$ cat config.mk
export PLATFORM = sky130hd
export DESIGN_NAME = header_key_value_tokenizer_core
export DESIGN_NICKNAME = d
export VERILOG_FILES = /design/src/hdl/hkvt_pkg.sv /design/src/hdl/hkvt_in_stage.sv /design/src/hdl/hkvt_parser.sv /design/src/hdl/hkvt_out_stage.sv /design/src/hdl/header_key_value_tokenizer_core.sv
export SDC_FILE = /design/constraint.sdc
export NUM_CORES = 1
export LEC_CHECK = 0
export BUFFER_PORTS_ARGS = -buffer_cell sky130_fd_sc_hd__buf_2
export CAP_MARGIN = 0
export CORE_ASPECT_RATIO = 1.5
export CORE_MARGIN = 1.5
export CORE_UTILIZATION = 35
export DETAILED_ROUTE_END_ITERATION = 12
export GPL_ROUTABILITY_DRIVEN = 0
export HOLD_SLACK_MARGIN = 0.02
export MAX_ROUTING_LAYER = met4
export PLACE_DENSITY = 0.57
export SLEW_MARGIN = 40
export SYNTH_ARGS = -nofsm -noshare
export SYNTH_HDL_FRONTEND = slang
export SYNTH_SLANG_ARGS = --single-unit
$ cat constraint.sdc
create_clock -name clk -period 15.2 [get_ports clk]
set_input_delay 4.56 -clock clk [delete_from_list [all_inputs] [get_ports clk]]
set_output_delay 4.56 -clock clk [all_outputs]
set_load 0.02 [all_outputs]
$ cat src/hdl/hkvt_pkg.sv
package hkvt_pkg;

  localparam int OUT_W     = 24;
  localparam int RES_NUM   = 11;
  localparam int RES_MAX   = 20;
  localparam int RES_LEN_W = 5;

  typedef enum logic [1:0] {
    KIND_ENTRY   = 2'd0,
    KIND_CONTENT = 2'd1,
    KIND_ERROR   = 2'd2
  } kind_t;

  typedef enum logic [2:0] {
    ERR_NO_KEY    = 3'd0,
    ERR_BAD_KEY   = 3'd1,
    ERR_RESERVED  = 3'd2,
    ERR_BAD_SEP   = 3'd3,
    ERR_EMPTY     = 3'd4,
    ERR_NO_COLON  = 3'd5,
    ERR_NO_VALUE  = 3'd6,
    ERR_NO_EOL    = 3'd7
  } err_t;

  typedef struct packed {
    logic [7:0] data_byte;
    logic       last_byte;
  } item_t;

  typedef struct packed {
    kind_t            kind;
    logic [OUT_W-1:0] key_start;
    logic [OUT_W-1:0] key_length;
    logic [OUT_W-1:0] span_start;
    logic [OUT_W-1:0] span_length;
    err_t             error_code;
    logic [OUT_W-1:0] error_position;
  } res_t;

  // handshake between pipeline stages
  typedef struct packed {
    logic valid;
    logic take;
  } hs_t;

  // names right-justified, zero padded on the left
  localparam logic [8*RES_MAX-1:0] RES_NAME [RES_NUM] = '{
    160'("FILENAME"),
    160'("CONTENT"),
    160'({"DATE_", "FORMATTED"}),
    160'({"DATE_", "FIRST_FORMATTED"}),
    160'({"DATE_", "LAST_FORMATTED"}),
    160'({"PAGE_", "FIRST"}),
    160'({"PAGE_", "PREVIOUS"}),
    160'({"PAGE_", "CURRENT"}),
    160'({"PAGE_", "NEXT"}),
    160'({"PAGE_", "LAST"}),
    160'({8'h42, 8'h4C, 8'h4F, 8'h47, 8'h43, "_VERSION"})
  };

  localparam logic [RES_LEN_W-1:0] RES_LEN [RES_NUM] = '{
    5'd8, 5'd7, 5'd14, 5'd20, 5'd19, 5'd10, 5'd13, 5'd12, 5'd9, 5'd9, 5'd13
  };

endpackage

$ cat src/hdl/hkvt_in_stage.sv
module hkvt_in_stage (
  input  logic           clk,
  input  logic           rst_n,
  input  logic           in_valid,
  output logic           in_ready,
  input  hkvt_pkg::item_t in_item,
  output hkvt_pkg::hs_t  s1_hs_valid,
  input  logic           s1_take,
  output hkvt_pkg::item_t s1_item
);

  logic            valid_r;
  logic            valid_nxt;
  hkvt_pkg::item_t item_r;

  assign in_ready = !valid_r || s1_take;

  always_comb begin
    valid_nxt = valid_r;
    if (in_valid && in_ready) begin
      valid_nxt = 1'b1;
    end else if (s1_take) begin
      valid_nxt = 1'b0;
    end
  end

  always_ff @(posedge clk) begin
    if (!rst_n) begin
      valid_r <= 1'b0;
    end else begin
      valid_r <= valid_nxt;
    end
  end

  always_ff @(posedge clk) begin
    if (in_valid && in_ready) begin
      item_r <= in_item;
    end
  end

  assign s1_hs_valid.valid = valid_r;
  assign s1_hs_valid.take  = s1_take;
  assign s1_item           = item_r;

endmodule

$ cat src/hdl/hkvt_parser.sv
module hkvt_parser #(
  parameter int OFFSET_BITS = 24
) (
  input  logic            clk,
  input  logic            rst_n,
  input  hkvt_pkg::hs_t   s1_hs,
  input  hkvt_pkg::item_t s1_item,
  output logic            res_valid,
  output hkvt_pkg::res_t  res
);

  localparam logic [OFFSET_BITS-1:0] OFF_MAX  = {OFFSET_BITS{1'b1}};
  localparam logic [hkvt_pkg::RES_NUM-1:0] ALIVE_ALL = {hkvt_pkg::RES_NUM{1'b1}};

  typedef enum logic [6:0] {
    MODE_START   = 7'b0000001,
    MODE_KEY     = 7'b0000010,
    MODE_VSTART  = 7'b0000100,
    MODE_VALUE   = 7'b0001000,
    MODE_SEP     = 7'b0010000,
    MODE_CSTART  = 7'b0100000,
    MODE_CONTENT = 7'b1000000
  } mode_t;

  mode_t                        mode_r, mode_nxt;
  logic [OFFSET_BITS-1:0]       byte_offset_r, byte_offset_nxt;
  logic [OFFSET_BITS-1:0]       key_begin_r, key_begin_nxt;
  logic [OFFSET_BITS-1:0]       key_count_r, key_count_nxt;
  logic [OFFSET_BITS-1:0]       span_begin_r, span_begin_nxt;
  logic [OFFSET_BITS-1:0]       first_nb_r, first_nb_nxt;
  logic [OFFSET_BITS-1:0]       last_nb_r, last_nb_nxt;
  logic                         seen_nb_r, seen_nb_nxt;
  logic [hkvt_pkg::RES_NUM-1:0] alive_r, alive_nxt;
  logic                         entry_seen_r, entry_seen_nxt;
  logic                         halted_r, halted_nxt;

  logic                         go;
  logic [7:0]                   c;
  logic                         last;
  logic [OFFSET_BITS-1:0]       pos;
  logic                         is_upper, is_digit, is_eol, is_blank, is_key_ch;
  logic [hkvt_pkg::RES_NUM-1:0] alive_first, alive_match;
  logic                         key_reserved;
  logic [7:0]                   name_ch [hkvt_pkg::RES_NUM];

  function automatic logic [OFFSET_BITS-1:0] sat_inc(input logic [OFFSET_BITS-1:0] v);
    return (v == OFF_MAX) ? v : v + OFFSET_BITS'(1);
  endfunction

  function automatic logic [hkvt_pkg::OUT_W-1:0] to_out(input logic [OFFSET_BITS-1:0] v);
    return hkvt_pkg::OUT_W'(32'(v));
  endfunction

  assign c    = s1_item.data_byte;
  assign last = s1_item.last_byte;
  assign pos  = byte_offset_r;

  assign is_upper  = (c >= 8'h41) && (c <= 8'h5A);
  assign is_digit  = (c >= 8'h30) && (c <= 8'h39);
  assign is_eol    = (c == 8'h0A) || (c == 8'h0D);
  assign is_blank  = (c == 8'h20) || (c == 8'h09) || (c == 8'h0B) || (c == 8'h0C);
  assign is_key_ch = is_upper || is_digit || (c == 8'h5F);

  // reserved-name matching, one lane per name
  always_comb begin
    key_reserved = 1'b0;
    for (int i = 0; i < hkvt_pkg::RES_NUM; i++) begin
      alive_first[i] = (hkvt_pkg::RES_NAME[i][8*(int'(hkvt_pkg::RES_LEN[i]) - 1) +: 8] == c);
      name_ch[i]     = 8'h00;
      alive_match[i] = 1'b0;
      if (key_count_r < OFFSET_BITS'(hkvt_pkg::RES_LEN[i])) begin
        name_ch[i] = hkvt_pkg::RES_NAME[i][8*(int'(hkvt_pkg::RES_LEN[i]) - 1
                     - int'(key_count_r[hkvt_pkg::RES_LEN_W-1:0])) +: 8];
        alive_match[i] = alive_r[i] && (name_ch[i] == c);
      end
      if (alive_r[i] && (key_count_r == OFFSET_BITS'(hkvt_pkg::RES_LEN[i]))) begin
        key_reserved = 1'b1;
      end
    end
  end

  assign go = s1_hs.valid && s1_hs.take;

  always_comb begin
    mode_nxt        = mode_r;
    byte_offset_nxt = byte_offset_r;
    key_begin_nxt   = key_begin_r;
    key_count_nxt   = key_count_r;
    span_begin_nxt  = span_begin_r;
    first_nb_nxt    = first_nb_r;
    last_nb_nxt     = last_nb_r;
    seen_nb_nxt     = seen_nb_r;
    alive_nxt       = alive_r;
    entry_seen_nxt  = entry_seen_r;
    halted_nxt      = halted_r;
    res_valid       = 1'b0;
    res             = '0;

    if (!halted_r) begin
      case (mode_r)
        MODE_START: begin
          if (c == 8'h20 || c == 8'h09 || is_eol) begin
            mode_nxt = MODE_START;
          end else if (is_upper) begin
            mode_nxt      = MODE_KEY;
            key_begin_nxt = pos;
            key_count_nxt = OFFSET_BITS'(1);
            alive_nxt     = alive_first;
          end else if (c == 8'h2D) begin
            mode_nxt = MODE_SEP;
          end else begin
            halted_nxt         = 1'b1;
            res_valid          = 1'b1;
            res.kind           = hkvt_pkg::KIND_ERROR;
            res.error_code     = hkvt_pkg::ERR_NO_KEY;
            res.error_position = to_out(pos);
          end
        end
        MODE_KEY: begin
          if (is_key_ch) begin
            alive_nxt     = alive_match;
            key_count_nxt = sat_inc(key_count_r);
          end else if (c == 8'h3A && !key_reserved) begin
            mode_nxt = MODE_VSTART;
          end else begin
            halted_nxt         = 1'b1;
            res_valid          = 1'b1;
            res.kind           = hkvt_pkg::KIND_ERROR;
            res.error_code     = (c == 8'h3A) ? hkvt_pkg::ERR_RESERVED
                                              : hkvt_pkg::ERR_BAD_KEY;
            res.error_position = to_out(pos);
          end
        end
        MODE_VSTART: begin
          if (is_eol) begin
            res_valid      = 1'b1;
            res.kind       = hkvt_pkg::KIND_ENTRY;
            res.key_start  = to_out(key_begin_r);
            res.key_length = to_out(key_count_r);
            res.span_start = to_out(pos);
            entry_seen_nxt = 1'b1;
            mode_nxt       = MODE_START;
          end else begin
            mode_nxt       = MODE_VALUE;
            span_begin_nxt = pos;
            seen_nb_nxt    = !is_blank;
            first_nb_nxt   = pos;
            last_nb_nxt    = pos;
          end
        end
        MODE_VALUE: begin
          if (is_eol) begin
            res_valid      = 1'b1;
            res.kind       = hkvt_pkg::KIND_ENTRY;
            res.key_start  = to_out(key_begin_r);
            res.key_length = to_out(key_count_r);
            if (seen_nb_r) begin
              res.span_start  = to_out(first_nb_r);
              res.span_length = to_out(sat_inc(last_nb_r - first_nb_r));
            end else begin
              res.span_start  = to_out(span_begin_r);
            end
            entry_seen_nxt = 1'b1;
            mode_nxt       = MODE_START;
          end else if (!is_blank) begin
            if (!seen_nb_r) begin
              first_nb_nxt = pos;
            end
            seen_nb_nxt = 1'b1;
            last_nb_nxt = pos;
          end
        end
        MODE_SEP: begin
          if (is_eol) begin
            mode_nxt = MODE_CSTART;
          end else if (c != 8'h2D) begin
            halted_nxt         = 1'b1;
            res_valid          = 1'b1;
            res.kind           = hkvt_pkg::KIND_ERROR;
            res.error_code     = hkvt_pkg::ERR_BAD_SEP;
            res.error_position = to_out(pos);
          end
        end
        MODE_CSTART: begin
          if (!is_eol) begin
            span_begin_nxt = pos;
            mode_nxt       = MODE_CONTENT;
          end
        end
        MODE_CONTENT: begin
          if (last) begin
            res_valid       = 1'b1;
            res.kind        = hkvt_pkg::KIND_CONTENT;
            res.span_start  = to_out(span_begin_r);
            res.span_length = to_out(sat_inc(pos - span_begin_r));
            entry_seen_nxt  = 1'b1;
          end
        end
        default: begin
          mode_nxt = MODE_START;
        end
      endcase
    end

    if (last) begin
      // end of input with nothing reported in this source
      if (!halted_nxt && !entry_seen_nxt) begin
        res.kind           = hkvt_pkg::KIND_ERROR;
        res.error_position = to_out(sat_inc(pos));
        case (mode_nxt)
          MODE_START: begin
            res_valid      = 1'b1;
            res.error_code = hkvt_pkg::ERR_EMPTY;
          end
          MODE_KEY: begin
            res_valid      = 1'b1;
            res.error_code = hkvt_pkg::ERR_NO_COLON;
          end
          MODE_VSTART: begin
            res_valid      = 1'b1;
            res.error_code = hkvt_pkg::ERR_NO_VALUE;
          end
          MODE_VALUE: begin
            res_valid      = 1'b1;
            res.error_code = hkvt_pkg::ERR_NO_EOL;
          end
          default: begin
            res_valid = 1'b0;
            res       = '0;
          end
        endcase
      end
      mode_nxt        = MODE_START;
      byte_offset_nxt = '0;
      key_begin_nxt   = '0;
      key_count_nxt   = '0;
      span_begin_nxt  = '0;
      first_nb_nxt    = '0;
      last_nb_nxt     = '0;
      seen_nb_nxt     = 1'b0;
      alive_nxt       = ALIVE_ALL;
      entry_seen_nxt  = 1'b0;
      halted_nxt      = 1'b0;
    end else begin
      byte_offset_nxt = sat_inc(byte_offset_r);
    end
  end

  always_ff @(posedge clk) begin
    if (!rst_n) begin
      mode_r        <= MODE_START;
      byte_offset_r <= '0;
      key_begin_r   <= '0;
      key_count_r   <= '0;
      span_begin_r  <= '0;
      first_nb_r    <= '0;
      last_nb_r     <= '0;
      seen_nb_r     <= 1'b0;
      alive_r       <= ALIVE_ALL;
      entry_seen_r  <= 1'b0;
      halted_r      <= 1'b0;
    end else if (go) begin
      mode_r        <= mode_nxt;
      byte_offset_r <= byte_offset_nxt;
      key_begin_r   <= key_begin_nxt;
      key_count_r   <= key_count_nxt;
      span_begin_r  <= span_begin_nxt;
      first_nb_r    <= first_nb_nxt;
      last_nb_r     <= last_nb_nxt;
      seen_nb_r     <= seen_nb_nxt;
      alive_r       <= alive_nxt;
      entry_seen_r  <= entry_seen_nxt;
      halted_r      <= halted_nxt;
    end
  end

  a_halt_silent: assert property (@(posedge clk) disable iff (!rst_n)
    halted_r && s1_hs.valid && !s1_item.last_byte |-> !res_valid)
    else $error("result produced while halted");

  a_last_resets: assert property (@(posedge clk) disable iff (!rst_n)
    go && s1_item.last_byte |=> mode_r == MODE_START && !halted_r && byte_offset_r == '0)
    else $error("parser not back at start after last byte");

  a_offset_mono: assert property (@(posedge clk) disable iff (!rst_n)
    go && !s1_item.last_byte |=> byte_offset_r >= $past(byte_offset_r))
    else $error("byte offset went backwards");

  a_entry_key: assert property (@(posedge clk) disable iff (!rst_n)
    s1_hs.valid && res_valid && res.kind == hkvt_pkg::KIND_ENTRY |-> res.key_length != '0)
    else $error("header entry with empty key");

endmodule

$ cat src/hdl/hkvt_out_stage.sv
module hkvt_out_stage (
  input  logic           clk,
  input  logic           rst_n,
  input  logic           res_load,
  input  hkvt_pkg::res_t res,
  output logic           out_free,
  output logic           out_valid,
  input  logic           out_ready,
  output hkvt_pkg::res_t out_res
);

  logic           valid_r;
  logic           valid_nxt;
  hkvt_pkg::res_t res_r;

  assign out_free = !valid_r || out_ready;

  always_comb begin
    valid_nxt = valid_r;
    if (res_load) begin
      valid_nxt = 1'b1;
    end else if (out_ready) begin
      valid_nxt = 1'b0;
    end
  end

  always_ff @(posedge clk) begin
    if (!rst_n) begin
      valid_r <= 1'b0;
    end else begin
      valid_r <= valid_nxt;
    end
  end

  always_ff @(posedge clk) begin
    if (res_load) begin
      res_r <= res;
    end
  end

  assign out_valid = valid_r;
  assign out_res   = res_r;

endmodule

$ cat src/hdl/header_key_value_tokenizer_core.sv
// a byte waits in the input register; its result, if any, goes to the result register
// throughput: one byte per cycle, stalled while a result waits for the result register
// the parser state updates once per accepted byte; the two registers decouple the channels
// reset: rst_n synchronous, active low; clears pipeline valids and parser state
// the parser also returns to its start state after every last byte
module header_key_value_tokenizer_core #(
  parameter int OFFSET_BITS = 24
) (
  input  logic                          clk,
  input  logic                          rst_n,
  input  logic                          in_valid,
  output logic                          in_ready,
  input  logic [7:0]                    in_data_byte,
  input  logic                          in_last_byte,
  output logic                          out_valid,
  input  logic                          out_ready,
  output logic [1:0]                    out_kind,
  output logic [hkvt_pkg::OUT_W-1:0]    out_key_start,
  output logic [hkvt_pkg::OUT_W-1:0]    out_key_length,
  output logic [hkvt_pkg::OUT_W-1:0]    out_span_start,
  output logic [hkvt_pkg::OUT_W-1:0]    out_span_length,
  output logic [2:0]                    out_error_code,
  output logic [hkvt_pkg::OUT_W-1:0]    out_error_position
);

  hkvt_pkg::item_t in_item;
  hkvt_pkg::item_t s1_item;
  hkvt_pkg::hs_t   s1_hs;
  hkvt_pkg::res_t  res;
  hkvt_pkg::res_t  out_res;
  logic            res_valid;
  logic            out_free;
  logic            s1_take;

  assign in_item.data_byte = in_data_byte;
  assign in_item.last_byte = in_last_byte;

  // a byte that yields no result moves on even while the output is stalled
  assign s1_take = s1_hs.valid && (!res_valid || out_free);

  hkvt_in_stage u_in (
    .clk         (clk),
    .rst_n       (rst_n),
    .in_valid    (in_valid),
    .in_ready    (in_ready),
    .in_item     (in_item),
    .s1_hs_valid (s1_hs),
    .s1_take     (s1_take),
    .s1_item     (s1_item)
  );

  hkvt_parser #(
    .OFFSET_BITS (OFFSET_BITS)
  ) u_parser (
    .clk       (clk),
    .rst_n     (rst_n),
    .s1_hs     (s1_hs),
    .s1_item   (s1_item),
    .res_valid (res_valid),
    .res       (res)
  );

  hkvt_out_stage u_out (
    .clk       (clk),
    .rst_n     (rst_n),
    .res_load  (s1_take && res_valid),
    .res       (res),
    .out_free  (out_free),
    .out_valid (out_valid),
    .out_ready (out_ready),
    .out_res   (out_res)
  );

  assign out_kind           = out_res.kind;
  assign out_key_start      = out_res.key_start;
  assign out_key_length     = out_res.key_length;
  assign out_span_start     = out_res.span_start;
  assign out_span_length    = out_res.span_length;
  assign out_error_code     = out_res.error_code;
  assign out_error_position = out_res.error_position;

endmodule
==> results of run 1 <==
-- layer usage --
metal | global-route usage [%] | up-vias | wire length [um]
met5 | - | - | 0
met4 | 14.4 | 0 | 4680
met3 | 2.54 | 211 | 3470
met2 | 41.3 | 781 | 36600
met1 | 24.9 | 9328 | 26700
li1 | - | 9244 | -
-- metrics by stage --
step           setup WS, ns  utilization, %
2_1_floorplan          3.02               -
3_3_place_gp           5.16            37.5
3_5_place_dp           5.16            37.7
4_1_cts                5.16            39.6
5_1_grt                5.02            39.7
6_report               5.16            39.7
-- power groups by stage --
stage	sequential (mW)	combinational (mW)	clock (mW)
2_1_floorplan	0.929	0.0917	0
3_3_place_gp	0.900	0.171	0
3_5_place_dp	0.900	0.174	0
4_1_cts	0.883	0.174	0.894
5_1_grt	0.884	0.187	0.921
6_report	0.882	0.174	0.873
-- kinds of logic after synthesis --
logic type,Yosys count,share of synthesized area [%]
flip-flops,301,35.0
XOR/XNOR,130,5.41
adder cells (fa/ha/maj),72,4.35
buffers and inverters,256,4.94
AO/OA/AOI/OAI,664,21.0
multiplexers,85,4.08
AND/OR/NAND/NOR,1012,25.1
-- path summary, 6_finish.rpt --
check | to | slack (ns) | cells after the start
setup / recovery | in_ready | 5.16 | 4
hold / removal | u_parser.key_begin_r[20]$_SDFFE_PN0P_ | 0.46 | 2
setup reg to reg | u_out.out_res[114]$_DFFE_PP_ | 9.49 | 13
hold reg to reg | u_parser.key_begin_r[20]$_SDFFE_PN0P_ | 0.46 | 2
-- state kept, by name (all words and copies together) (netlist names), 9 cells and up --
name / cells
u_parser.span_begin_r: 24
u_in.s1_item: 9
u_parser.key_begin_r: 24
u_parser.byte_offset_r: 24
u_parser.alive_r: 11
u_out.out_res: 125
u_parser.key_count_r: 24
u_parser.last_nb_r: 24
u_parser.first_nb_r: 24
-- placed cells by master (no fill, tap or decap), drive strengths merged, types with 27 or more instances in the layout --
cell and n:
nand2b 32, clkbuf 45, xnor2 68, inv 86, and3 39, nand4 35, nand2 224, nand3 69
nor3 50, a31oi 35, nor2b 126, o31ai 46, buf 171, a21boi 31, edfxtp 134, and2 81
xor2 62, nor2 223, dfxtp 167, o21ai 177, o22ai 27, mux2i 79, ha 70, a21oi 131
-- cell type report --
cell class              count  share of cell area (%)
well taps                 777                    4.14
inverters                  85                    1.36
clock buffers              45                    4.15
flip-flops and latches    301                    31.3
clock inverters            19                   0.809
repair buffers            171                    4.16
multi-input cells        1963                    54.0
diodes                      2                  0.0213
-- worst max-delay path, cell delays in order --
cell	delay, ns
buf_2	0.09
nand2b_1	0.28
or2_2	0.38
buf_2	0.16
==> summary.txt, run 1 <==
Floorplanning
  – Ports: 140
  – Die area: 61600 um^2
  – Row count: 109
  – Core Footprint: 59200 um^2
  – Die W: 203 um
  – Initial Util: 35.5%
  – Die Y: 303 um

Synth
  – Synthesis Warnings: 0
  – Synthesized Nets: 2605
  – Library cells used by synthesis: 100
  – Share of the synthesized area in the top cell type: 19.1%
  – Avg Inst Size Synth: 8.35 um^2
  – Seq/Total Area, Yosys: 35.0%
  – Most frequent cell after synthesis: nand2_1
  – Area leader, netlist: edfxtp_1
  – Most frequent cells after synthesis: 224 x nand2_1, 219 x nor2_1, 170 x o21ai_0
  – Mapped Cells: 2520
  – Synthesis-stage register bit count: 301
  – Top FF cell, synth: dfxtp_1
  – Ys async rst share: 0%
  – Post-synth EDFFs: 134
  – Synth top area cells: edfxtp_1 19%, dfxtp_1 16%, ha_1 4.2%
  – Cell Area, Synth: 21000 um^2

CTS
  – Root buffer cell: clkbuf_16
  – Post-CTS Setup Bufs: 0
  – Post-CTS Resized: 0
  – H-tree depth: 2
  – CTS tree: built
  – Clock slew at reported path FFs: 0.06 ns
  – CTS Sinks: 301
  – Cts hold-fix bufs: 0
  – Clk_lat worst skew: 0.57 ns
  – Clock Path Buffers: 3
  – CTS buffer count: 35

Final layout
  – Fin area: 23500 um^2
  – Nets: 2642
  – Finished Layout Cells: 3363
  – Multi-input logic area: 12700 um^2
  – Filler cells: 5976
  – Register Area: 7370 um^2
  – Area Overhead vs Synth: 11.7%
  – Layout cell share with drive strength beyond 1: 11.0%

Power
  – Pint: 1.42 mW
  – Seq pwr share: 45.7%
  – Max VDD drop: 0.0000593 V
  – Logic pwr share: 9.0%
  – Clk pwr share: 45.2%
  – Total chip power: 1.93 mW
  – Switch share: 26.5%
  – Leakage: 8.13 nW
  – Net Sw Power: 0.511 mW
  – Pwr Density: 82.1 nW/um^2

Critical path
  – Crit path launch: out_ready
  – WP data required: 10.64 ns
  – Worst R2R Start: u_parser.key_count_r[0]$_SDFFE_PN0P_
  – Worst Path Arrival: 5.48 ns
  – CP Max Fanout: 6
  – CP endpoint kind: primary output
  – Crit Path Category: primary input to primary output
  – CP Launch Type: primary input

Timing
  – Period utilization: 66.1%
  – Slew margin rel.: 34.3%
  – Setup Skew: 0.0312 ns
  – Final Max Slew Viols: 0
  – Hold Vio Cnt, Final: 0
  – Setup Total Neg Slack: 0 ns
  – Max Freq: 99.6 MHz
  – Worst-margin pin slew: 0.983 ns
  – Clock period minus worst slack: 10.04 ns
  – RSZ-0062 raised after global routing: false
  – Fin Hold WS: 0.455 ns
  – Final Setup Violations: 0

Place
  – Placed Cells incl. Taps: 3297
  – DP HPWL: 52.5 mm
  – PortBufs: 139
  – Area after DPL: 22300 um^2

Global routing
  – First-pass GRT wire length: 109 mm
  – Total grt overflow: 0
  – Initial antenna violation count: 1
  – Largest net degree at the start of global routing: 81
  – Vias in the first global route: 18500
  – Tot GR Track Use: 23.3%

Route
  – First-pass iteration count of the detailed router: 9
  – DRC: 0
  – Total number of vias: 19600
  – Vias per inst: 5.82
  – Routed Antenna Nets: 0
  – Final wirelength: 71.5 mm
  – Drt wl/cell: 21.3 um
  – Initial DRC Count: 1901

Status
  – Outcome: finished clean

Hold path
  – Worst hold path type: flop to flop
  – Hold path start: u_parser.key_begin_r[20]$_SDFFE_PN0P_

Job
  – # Max-Cap Violations: 0
Power figures use the tool's default switching activity.
==> run 2, diff against run 1 <==
- PLACE_DENSITY: 0.57 -> 0.59
- clock period: 15.2 -> 8.9 ns (I/O delays scaled with it)
==> run 2 against run 1 <==
Compared with the run above: clock skew up 0.0094 ns; routed wire length down 0.10%; die area unchanged; non-clock buffer count up 4; via count about the same; utilization down 0.091 points; combinational power up 71%.
==> summary.txt, run 2 (synthesis gave the netlist of run 1 again) <==
Power
  – Max VDD drop: 0.000113 V (+90%)
  – Total chip power: 3.22 mW (+67%)
  – Pwr Density: 137 nW/um^2 (+67%)
  – Leakage: 8.11 nW (-0.20%)

Timing
  – Final Setup Violations: 0 (unchanged)
  – RSZ-0062 raised after global routing: false
  – Period utilization: 85.9%
  – Slew margin rel.: 37.9% (+3.5 points)
  – Setup Skew: 0.0406 ns (+0.00944 ns)
  – Clock period minus worst slack: 7.65 ns
  – Max Freq: 131 MHz
  – Setup Total Neg Slack: 0 ns (unchanged)
  – Final Max Slew Viols: 0 (unchanged)
  – Fin Hold WS: 0.458 ns (+0.00297 ns)
  – Worst-margin pin slew: 0.930 ns (-0.0531 ns)
  – Hold Vio Cnt, Final: 0 (unchanged)

Final layout
  – Area Overhead vs Synth: 11.5%
  – Nets: 2645 (+0.11%)
  – Number of diodes: 0 (-2)
  – Fin area: 23500 um^2 (-0.23%)
  – Filler cells: 6045 (+1.2%)
  – Most frequent cells in the layout: 224 x nand2_1, 217 x nor2_1, 170 x o21ai_0
  – Most common cell after layout, fill and taps aside: nand2_1
  – Fin util: 39.6% (-0.091 points)
  – Layout cell share with drive strength beyond 1: 10.9% (-0.086 points)
  – Largest register FFs: 125 (unchanged)

Route
  – Vias per inst: 5.82 (about the same)
  – Total number of vias: 19600 (-0.031%)
  – Initial DRC Count: 1803 (-5.2%)
  – Drt wl/cell: 21.2 um (-0.10%)
  – First-pass iteration count of the detailed router: 8 (-1)
  – Final wirelength: 71.4 mm (-0.10%)
  – DRC: 0 (unchanged)
  – Routed Antenna Nets: 0 (unchanged)

Global routing
  – Vias in the first global route: 18700 (+1.2%)
  – Initial antenna violation count: 0 (-1)
  – Total grt overflow: 0 (unchanged)
  – Tot GR Track Use: 23.3% (-0.035 points)
  – Largest net degree at the start of global routing: 92 (+14%)
  – First-pass GRT wire length: 108 mm (-0.41%)

Critical path
  – R2R Setup Slk: 3.57 ns (-5.92 ns)
  – Worst Path Arrival: 4.98 ns (-0.50 ns)
  – R2R depth: 15 (+2)
  – CP Max Fanout: 52 (+46)
  – WP data required: 6.23 ns (-4.41 ns)
  – CP Launch Type: flop
  – Reg2reg end: u_out.out_res[37]$_DFFE_PP_
  – CP endpoint kind: primary output
  – Crit Path Category: flop to primary output
  – Worst R2R Start: u_parser.byte_offset_r[0]$_SDFFE_PN0N_

CTS
  – CTS buffer count: 34 (-2.9%)
  – Post-CTS Resized: 0 (unchanged)
  – Post-CTS Setup Bufs: 0 (unchanged)
  – Clock slew at reported path FFs: 0.06 ns (about the same)
  – CTS Sinks: 301 (unchanged)
  – Cts hold-fix bufs: 0 (unchanged)
  – Clk_lat worst skew: 0.58 ns (about the same)
  – Root buffer cell: clkbuf_16
  – CTS tree: built
  – H-tree depth: 2 (unchanged)
  – Clock Path Buffers: 3 (unchanged)

Place
  – DP HPWL: 52.9 mm (+0.71%)
  – PortBufs: 139 (unchanged)
  – Area after DPL: 22300 um^2 (about the same)

Floorplanning
  – Ports: 140 (unchanged)
  – Row count: 109 (unchanged)
  – Initial Util: 35.5% (unchanged)
  – Die area: 61600 um^2 (unchanged)
  – Die Y: 303 um (unchanged)
  – Die W: 203 um (unchanged)
  – Core Footprint: 59200 um^2 (unchanged)

Job
  – # Max-Cap Violations: 0 (unchanged)

Status
  – Outcome: finished clean

Hold path
  – Hold Crit Endpoint: u_parser.key_begin_r[20]$_SDFFE_PN0P_
  – Hold path start: u_parser.key_begin_r[20]$_SDFFE_PN0P_
  – Worst hold path type: flop to flop
  – Worst Hold Depth: 2 (unchanged)
run 2: cell types whose count changed in the layout (fill, tap and decap cells not counted), moves of 2 or more:
| cell | change |
|---|---|
| buf_4 | +3 |
| buf_8 | +2 |
| clkbuf_1 | +4 |
| clkbuf_8 | -3 |
| clkinv_2 | +2 |
| diode_2 | -2 |
run 2: worst max-delay path by stage:
stage                                       endpoint                                 start  slack (ns)
after CTS                                   in_ready  u_parser.key_count_r[3]$_SDFFE_PN0P_        1.36
after global routing                        in_ready  u_parser.key_count_r[3]$_SDFFE_PN0P_        1.01
after floorplan           u_out.out_res[0]$_DFFE_PP_                             out_ready        1.46
after global placement                      in_ready  u_parser.key_count_r[3]$_SDFFE_PN0P_        2.02
final                                       in_ready  u_parser.key_count_r[3]$_SDFFE_PN0P_        1.25
after detailed placement                    in_ready  u_parser.key_count_r[3]$_SDFFE_PN0P_        1.97
run 2: critical path, stage by stage, from the launching register on:
cell       delay (ns)
dfxtp_1          0.82
clkinv_1         0.56
ha_1             0.44
nand3_1          0.14
o32ai_1          0.12
nor3_1           0.20
a2bb2oi_1        0.18
a22oi_2          0.45
nand4_1          0.22
nand2b_2         0.22
buf_4            0.31
a21bo_2          0.30
or2_2            0.30
buf_2            0.16
run 2: metrics by stage:
stage / std cells / worst slack (ns)
3_5_place_dp: 3300 / 1.97
2_1_floorplan: 2520 / 1.46
3_3_place_gp: 3296 / 2.02
5_1_grt: 3363 / 1.01
6_report: 3363 / 1.25
4_1_cts: 3362 / 1.36
run 2: layout make-up:
class	count	area (um^2)	area share, %
Timing Repair Buffer	175	1000	4.27
Clock inverter	16	144	0.614
Tap cell	777	972	4.15
Inverter	85	319	1.36
Clock buffer	46	948	4.04
Sequential cell	301	7370	31.4
Multi-Input combinational cell	1963	12700	54.1
run 2: metal layers:
layer	share of wire (%)	GRT usage, %	routed length [um]	vias up
met2	50	40.8	35600	793
met3	5.0	2.20	3550	237
li1	-	-	-	9263
met1	37	24.4	26400	9265
met5	0	-	0	-
met4	8.3	17.1	5940	0
run 2: report_power, final:
part | switching (mW) | internal [mW]
registers | 0.0234 | 1.49
clock network | 0.623 | 0.790
logic | 0.206 | 0.0909
total | 0.853 | 2.37
